--- config.mk ---
export PLATFORM = sky130hd
export DESIGN_NAME = csp_ctrl
export DESIGN_NICKNAME = d
export VERILOG_FILES = /design/src/rtl/csp_pkg.sv /design/src/rtl/csp_ctrl.sv
export SDC_FILE = /design/constraint.sdc
export NUM_CORES = 1
export LEC_CHECK = 0
export BUFFER_PORTS_ARGS = -buffer_cell sky130_fd_sc_hd__buf_2
export CORE_MARGIN = 2
export CORE_UTILIZATION = 30
export DETAILED_ROUTE_END_ITERATION = 10
export GPL_TIMING_DRIVEN = 0
export PLACE_DENSITY = 0.59
export SYNTH_ARGS = -nofsm -noshare
export SYNTH_HDL_FRONTEND = slang
export SYNTH_SLANG_ARGS = --single-unit
export TNS_END_PERCENT = 1
--- constraint.sdc ---
create_clock -name clk -period 5.4 [get_ports clk]
set_input_delay 1.08 -clock clk [delete_from_list [all_inputs] [get_ports clk]]
set_output_delay 1.08 -clock clk [all_outputs]
set_load 0.005 [all_outputs]
--- src/rtl/csp_pkg.sv ---
// ----------------------------------------------------------------------------
// Cubic spline evaluator package
// Shared widths, action codes, fixed-point helpers and the control structs
// that join the controller and the datapath.
// ----------------------------------------------------------------------------
package csp_pkg;

  localparam int MAX_POINTS  = 64;
  localparam int COORD_WIDTH = 32;
  localparam int FRAC_BITS   = 16;
  localparam int ADDR_W      = $clog2(MAX_POINTS);
  localparam int COUNT_W     = 7;
  localparam int ACTION_W    = 3;
  localparam int STATUS_W    = 2;
  localparam int CFG_IDX_W   = 2;
  localparam int TN_W        = FRAC_BITS + COUNT_W;
  localparam int POW_W       = FRAC_BITS + 1;
  localparam int WGT_W       = FRAC_BITS + 5;
  localparam int PROD_W      = COORD_WIDTH + WGT_W;
  localparam int ACC_W       = PROD_W + 2;
  localparam int SHIFT_W     = ACC_W - (FRAC_BITS + 1);
  localparam int IDX_W       = COUNT_W + 1;

  typedef enum logic [ACTION_W-1:0] {
    ACT_CLEAR   = 3'd0,
    ACT_APPEND  = 3'd1,
    ACT_EVAL    = 3'd2,
    ACT_ADVANCE = 3'd3,
    ACT_SETPROG = 3'd4
  } action_t;

  typedef enum logic [STATUS_W-1:0] {
    ST_OK    = 2'd0,
    ST_FULL  = 2'd1,
    ST_EMPTY = 2'd2
  } status_code_t;

  typedef enum logic [CFG_IDX_W-1:0] {
    CFG_CLOSED_LOOP  = 2'd0,
    CFG_BASIS_SELECT = 2'd1
  } cfg_index_t;

  // Commands from the controller to the datapath.
  typedef struct packed {
    logic       load_item;
    logic       update;
    logic       tn_en;
    logic       sq_en;
    logic       cu_en;
    logic       wgt_en;
    logic       rd_en;
    logic       mul_en;
    logic       acc_en;
    logic       fin_en;
    logic       out_load;
    logic [1:0] k;
  } csp_cmd_t;

  // Status from the datapath to the controller.
  typedef struct packed {
    logic [ACTION_W-1:0] act;
    logic                empty;
  } csp_stat_t;

  // Product of two Q.FRAC_BITS values rounded half up to FRAC_BITS bits.
  function automatic logic [POW_W-1:0] rnd_mul(input logic [POW_W-1:0] a,
                                               input logic [POW_W-1:0] b);
    logic [2*POW_W-1:0] prod;
    prod = a * b + ((2*POW_W)'(1) << (FRAC_BITS - 1));
    return prod[FRAC_BITS +: POW_W];
  endfunction

endpackage

--- src/rtl/csp_ctrl.sv ---
// ----------------------------------------------------------------------------
// Spline evaluator controller
// One-hot sequencer that steps each request through update and result hand-off;
// non-empty evaluate/advance adds weights, four fetch/MAC rounds and rounding.
// ----------------------------------------------------------------------------
module csp_ctrl (
  input  logic               clk,
  input  logic               rst,
  input  logic               in_valid,
  output logic               in_ready,
  output logic               out_valid,
  input  logic               out_ready,
  input  csp_pkg::csp_stat_t stat,
  output csp_pkg::csp_cmd_t  cmd
);

  typedef enum logic [10:0] {
    S_IDLE = 11'b000_0000_0001,
    S_UPD  = 11'b000_0000_0010,
    S_TN   = 11'b000_0000_0100,
    S_SQ   = 11'b000_0000_1000,
    S_CU   = 11'b000_0001_0000,
    S_WGT  = 11'b000_0010_0000,
    S_RD   = 11'b000_0100_0000,
    S_MUL  = 11'b000_1000_0000,
    S_ACC  = 11'b001_0000_0000,
    S_FIN  = 11'b010_0000_0000,
    S_DONE = 11'b100_0000_0000
  } state_t;

  state_t     state, state_next;
  logic [1:0] k, k_next;
  logic       is_eval;
  logic       slot_free;

  assign in_ready  = (state == S_IDLE);
  assign is_eval   = (stat.act == csp_pkg::ACT_EVAL) || (stat.act == csp_pkg::ACT_ADVANCE);
  assign slot_free = !out_valid || out_ready;

  // Next-state and command decode.
  always_comb begin
    state_next = state;
    k_next     = k;
    cmd        = '0;
    cmd.k      = k;
    unique case (state)
      S_IDLE: begin
        if (in_valid) begin
          cmd.load_item = 1'b1;
          state_next    = S_UPD;
        end
      end
      S_UPD: begin
        cmd.update = 1'b1;
        state_next = (is_eval && !stat.empty) ? S_TN : S_DONE;
      end
      S_TN: begin
        cmd.tn_en  = 1'b1;
        state_next = S_SQ;
      end
      S_SQ: begin
        cmd.sq_en  = 1'b1;
        state_next = S_CU;
      end
      S_CU: begin
        cmd.cu_en  = 1'b1;
        state_next = S_WGT;
      end
      S_WGT: begin
        cmd.wgt_en = 1'b1;
        k_next     = 2'd0;
        state_next = S_RD;
      end
      S_RD: begin
        cmd.rd_en  = 1'b1;
        state_next = S_MUL;
      end
      S_MUL: begin
        cmd.mul_en = 1'b1;
        state_next = S_ACC;
      end
      S_ACC: begin
        cmd.acc_en = 1'b1;
        k_next     = k + 2'd1;
        state_next = (k == 2'd3) ? S_FIN : S_RD;
      end
      S_FIN: begin
        cmd.fin_en = 1'b1;
        state_next = S_DONE;
      end
      S_DONE: begin
        if (slot_free) begin
          cmd.out_load = 1'b1;
          state_next   = S_IDLE;
        end
      end
      default: state_next = S_IDLE;
    endcase
  end

  // State, round counter and output valid.
  always_ff @(posedge clk) begin
    if (rst) begin
      state     <= S_IDLE;
      k         <= 2'd0;
      out_valid <= 1'b0;
    end else begin
      state <= state_next;
      k     <= k_next;
      if (cmd.out_load) begin
        out_valid <= 1'b1;
      end else if (out_ready) begin
        out_valid <= 1'b0;
      end
    end
  end

endmodule

# == Yosys cells after proc, flatten, opt, wreduce, memory -nomap -nowiden ==
# Cells that the tools add are included.
# Widths: inputs -> output; s select.
# totals
regBits,14
inputBits,8
output_inout_bits,15
# classes
addsub,1
eq_ne,16
n_mux,21
n_reduce_logical,8
# ops
op,n
$pmux 11 s11,1
$mux 11,3
$mux 1,15
$eq 11x1->1 const B,1
$eq 11x10->1 const B,1
$eq 11x11->1 const B,1
$eq 11x2->1 const B,1
$eq 11x3->1 const B,1
$eq 11x4->1 const B,1
$eq 11x5->1 const B,1
$eq 11x6->1 const B,1
$eq 11x7->1 const B,1
$eq 11x8->1 const B,1
$eq 11x9->1 const B,1
$mux 10,1
$eq 3x2->1 const B,2
$ne 2x2->1 const B,2
$pmux 2 s2,1
$reduce_bool 2->1,2
$add 2x1->2 const B,1
$eq 2x2->1 const B,1
$logic_not 1->1,2
$logic_or 1x1->1,2
$reduce_and 2->1,1
$logic_and 1x1->1,1

# == Depth between registers and ports, before layout ==
# logic_depth
depth_word,5
depth_mapped,6

# == Worst setup path after synthesis ==
# Ideal clock, no wire load.
# synth_path
path_type,register to output
start,register state[5]
end,output cmd[12] in the netlist's numbering
t_arrival_ns,1.450
t_required_ns,4.320
setup_slack_ns,2.870
stages_incl_launch_ff,5
n_path_buf,1
cell_sequence,dfxtp_1 buf_6 or4_4 nor4_4 and2_1
# synth_rtl
item,line,rtl
"start, declared",csp_ctrl.sv:31,"state_t state, state_next;"
"start signal, assigned",csp_ctrl.sv:108,state <= state_next;
"end, declared",csp_ctrl.sv:14,output csp_pkg::csp_cmd_t cmd

==> PnR_summary.wiki <==
{| class="wikitable"
! Metric !! Value
|-
| Vertical die dimension || between 50 and 60 um
|-
| Total negative slack for setup checks || 0 ns
|-
| Average routed wire per standard cell || 11.51 um
|-
| Final net count || approximately 130
|-
| Ratio of final minimum period to clock period || 0.5631
|-
| First-pass detailed-route iteration total || 5
|-
| Initial detailed-routing violation count || 11
|-
| Final number of setup-violating endpoints || 0
|-
| Part of the power in the clock network || 0.359
|-
| Simple logic cell fraction of the synthesized area || 0.4235
|-
| Total nets after synthesis || around 110
|-
| Clock tree from TritonCTS || built
|-
| Register bit count reported by yosys || 14
|-
| Count of flip-flops with a built-in enable after synthesis || 0
|-
| Wire length of the first global-routing pass || a little under 3000 um
|-
| Worst hold-check slack || a little under 0.5 ns
|-
| Vias in the first global route || between 600 and 700
|-
| Overall overflow remaining after global route || 0
|-
| Number of setup buffers added after CTS || 0
|-
| Number of vias in the routed layout || about 800
|-
| Count of final hold-check violations || 0
|-
| Top flip-flop cell by instance count after synthesis || dfxtp_1
|-
| Post-Route Utilization || 0.3953
|-
| Total inserted antenna cells || 0
|-
| Xor/xnor share of the synthesized area || 0.03211
|-
| Async set-reset flop share out of synthesis || 0
|-
| Slowest library cell on the worst path || or3_4
|-
| Worst endpoint required time || approximately 4.3 ns
|-
| Upper clock frequency limit || roughly 330 MHz
|-
| Post-synthesis sequential area ratio || 0.3425
|-
| Hold-fix buffer count after cts || 0
|-
| Post-synthesis share of cell area spent on full adders, half adders and majority gates || 0.01529
|-
| Worst clock skew on the final layout || ~0.0081 ns
|-
| Buffers added on ports || 21
|-
| Signal arrival time at the worst endpoint || between 1.5 and 2 ns
|-
| Highest cell delay on the worst timing path || around 0.42 ns
|-
| # IOs || 23
|-
| Aggregate routed wire length || ~1800 um
|-
| Number of vias per cell after detailed routing || between 5 and 6
|-
| Share of post-route cells with drive strength above 1 || 0.2903
|-
| Leading cell types by total area after synthesis || dfxtp_1 34%, nand2b_1 3.8%, nor3_1 3.7%, nand2_1 3.7%, nor2_1 3.7%
|-
| DRT antenna net count || 0
|-
| Routability cong. || approximately 0.76
|-
| Cell internal power dissipation || 0.0001588 W
|-
| Cell taking the most area after synthesis || dfxtp_1
|-
| Worst Path Class, Setup || reg2out
|-
| Biggest fanout along the worst timing path || 9
|-
| Clock buffers created by TritonCTS || 3
|-
| Number of H-tree levels || 1
|-
| Final Max Tran Viols || 0
|-
| Largest vdd supply drop || around 0.15 mV
|-
| Reg clk slew, reported paths || 0.09 ns
|-
| Root Buffer Master || clkbuf_4
|-
| Die X-Extent || between 50 and 60 um
|-
| Switch Pwr || approximately 0.000055 W
|-
| Cell Pwr Density || around 210 mW/mm^2
|-
| Startpoint types || register
|-
| Transition time at the pin with the least slew margin || 0.4036 ns
|-
| Std-Cell Rows || 18
|-
| Final critical path time including I/O delays and setup || roughly 3 ns
|-
| Gates resized, CTS repair || 0
|-
| Static leakage power || ~0.45 nW
|-
| Maximum buffer depth of the clock tree || 2
|-
| Share of power burned in combinational logic || 0.143
|-
| Core outline area || between 0.002 and 0.003 mm^2
|-
| Drc violations || 0
|-
| Detailed placement HPWL || between 1000 and 1500 um
|-
| Post-synthesis compound-gate area fraction || 0.1193
|-
| Max-cap viol count || 0
|-
| Overall track demand over capacity in global routing || 0.1166
|-
| Mux contribution to synthesized area || 0
|-
| Result of the run || completed
|-
| Pin count of the biggest net entering global routing || 10
|-
| Layout overhead on the synthesized area || 21.87%
|-
| Post-synthesis instance total || approximately 100
|-
| Post-synthesis instance area || 818.3 um^2
|-
| Sequential fraction of design power || 0.497
|-
| Most common cell in the netlist || dfxtp_1
|-
| Dominant combinational cell family by area after synthesis || simple AND/OR/NAND/NOR gates
|-
| Proportion of total power due to net switching || 0.2588
|-
| Antenna violations before repair || 0
|-
| Synthesized area per cell || 8.266 um^2
|-
| Clock latency of the later-clocked register in the worst-skew pair || slightly below 0.3 ns
|-
| Die footprint || 0.003161 mm^2
|-
| Path category of the worst min-delay check || reg2reg
|-
| Worst slew margin relative to its limit || 0.7309
|-
| Type of element capturing the critical path || output pin
|-
| Ranking of synthesized cells by instance count || 14 x dfxtp_1, 8 x nand2_1, 8 x nor2_1, 7 x inv_1, 6 x nor3_1
|-
| Clock sink count || 14
|-
| YS warnings || 0
|-
| Share of the synthesized area in the top cell type || 0.3425
|-
| Starting density of the core || 0.3244
|-
| Cell chain of the critical path || clkbuf_1 -> nor4_2 -> nand2_1 -> or3_4 -> nor2b_1 -> buf_2
|-
| Number of distinct library cells after synthesis || 35
|-
| Unrepaired setup endpoints after global routing || false
|}
==> worst max-delay path: cells and delay by family, from the launching register on <==
kind | cells | cell delay [ns]
simple gates | 4 | 1.06
flops | 1 | 0.30
buf+inv | 2 | 0.31
==> layout by cell type, fill, tap and decap left out, drive strengths merged, types with 5 or more instances in the layout <==
cell,instances
nand2b,5
inv,7
nand3,5
nor2,8
dfxtp,14
nand2,8
nor3,6
a21oi,6
buf,24
nor4,6
clkbuf,6
==> cells by family (layout without fill, tap and decap cells) <==
group                      count (synthesis)  after routing
AOI/OAI and AO/OA                         14             14
xor gates and xnor gates                   3              3
adders and majority gates                  1              1
buffers and inverters                     12             37
DFF                                       14             14
and+or+nand+nor                           55             55
==> layer usage <==
layer,wire length [um],global-route usage
met1,846,0.1464
met2,796,0.1832
met3,107,0.03256
met4,22,0.05442
met5,0,0
==> state kept, by name (all words and copies together) (netlist names) <==
name	count
state	11
k	2
out_valid	1
==> through the flow <==
step,setup WS (ns),std cells,total power [W],instance area [um^2]
final,2.359,154,0.0002142,997.2
after floorplan,2.870,99,0.0001299,818.3
after global placement,2.680,150,0.0001389,960.9
after CTS,2.363,154,0.0002177,997.2
after detailed placement,2.663,150,0.0001399,960.9
after global routing,2.178,154,0.0002255,997.2
==> power by group through the flow <==
stage,sequential (W),clock [W],combinational (W)
6_report,0.000107,0.0000770,0.0000307
3_3_place_gp,0.000109,0,0.0000299
4_1_cts,0.000107,0.0000800,0.0000311
5_1_grt,0.000107,0.0000844,0.0000343
2_1_floorplan,0.000109,0,0.0000212
3_5_place_dp,0.000109,0,0.0000310
==> worst paths after layout <==
kind	end	slack, ns	from	cells after the start
min	k[1]	0.49	k[1]	2
max reg2reg	state[3]	3.46	state[1]	6
min reg2reg	k[1]	0.49	k[1]	2
max	cmd[2]	2.36	state[1]	6
==> final cells by class <==
class / instances / area (um^2)
Fill cell: 279 / 1525
Multi-Input combinational cell: 73 / 483.0
Sequential cell: 14 / 280.3
Timing Repair Buffer: 21 / 105.1
Tap cell: 30 / 37.54
Clock buffer: 4 / 36.28
Buffer: 5 / 28.78
Inverter: 7 / 26.28
No activity file was read; power rests on OpenSTA's default activity.
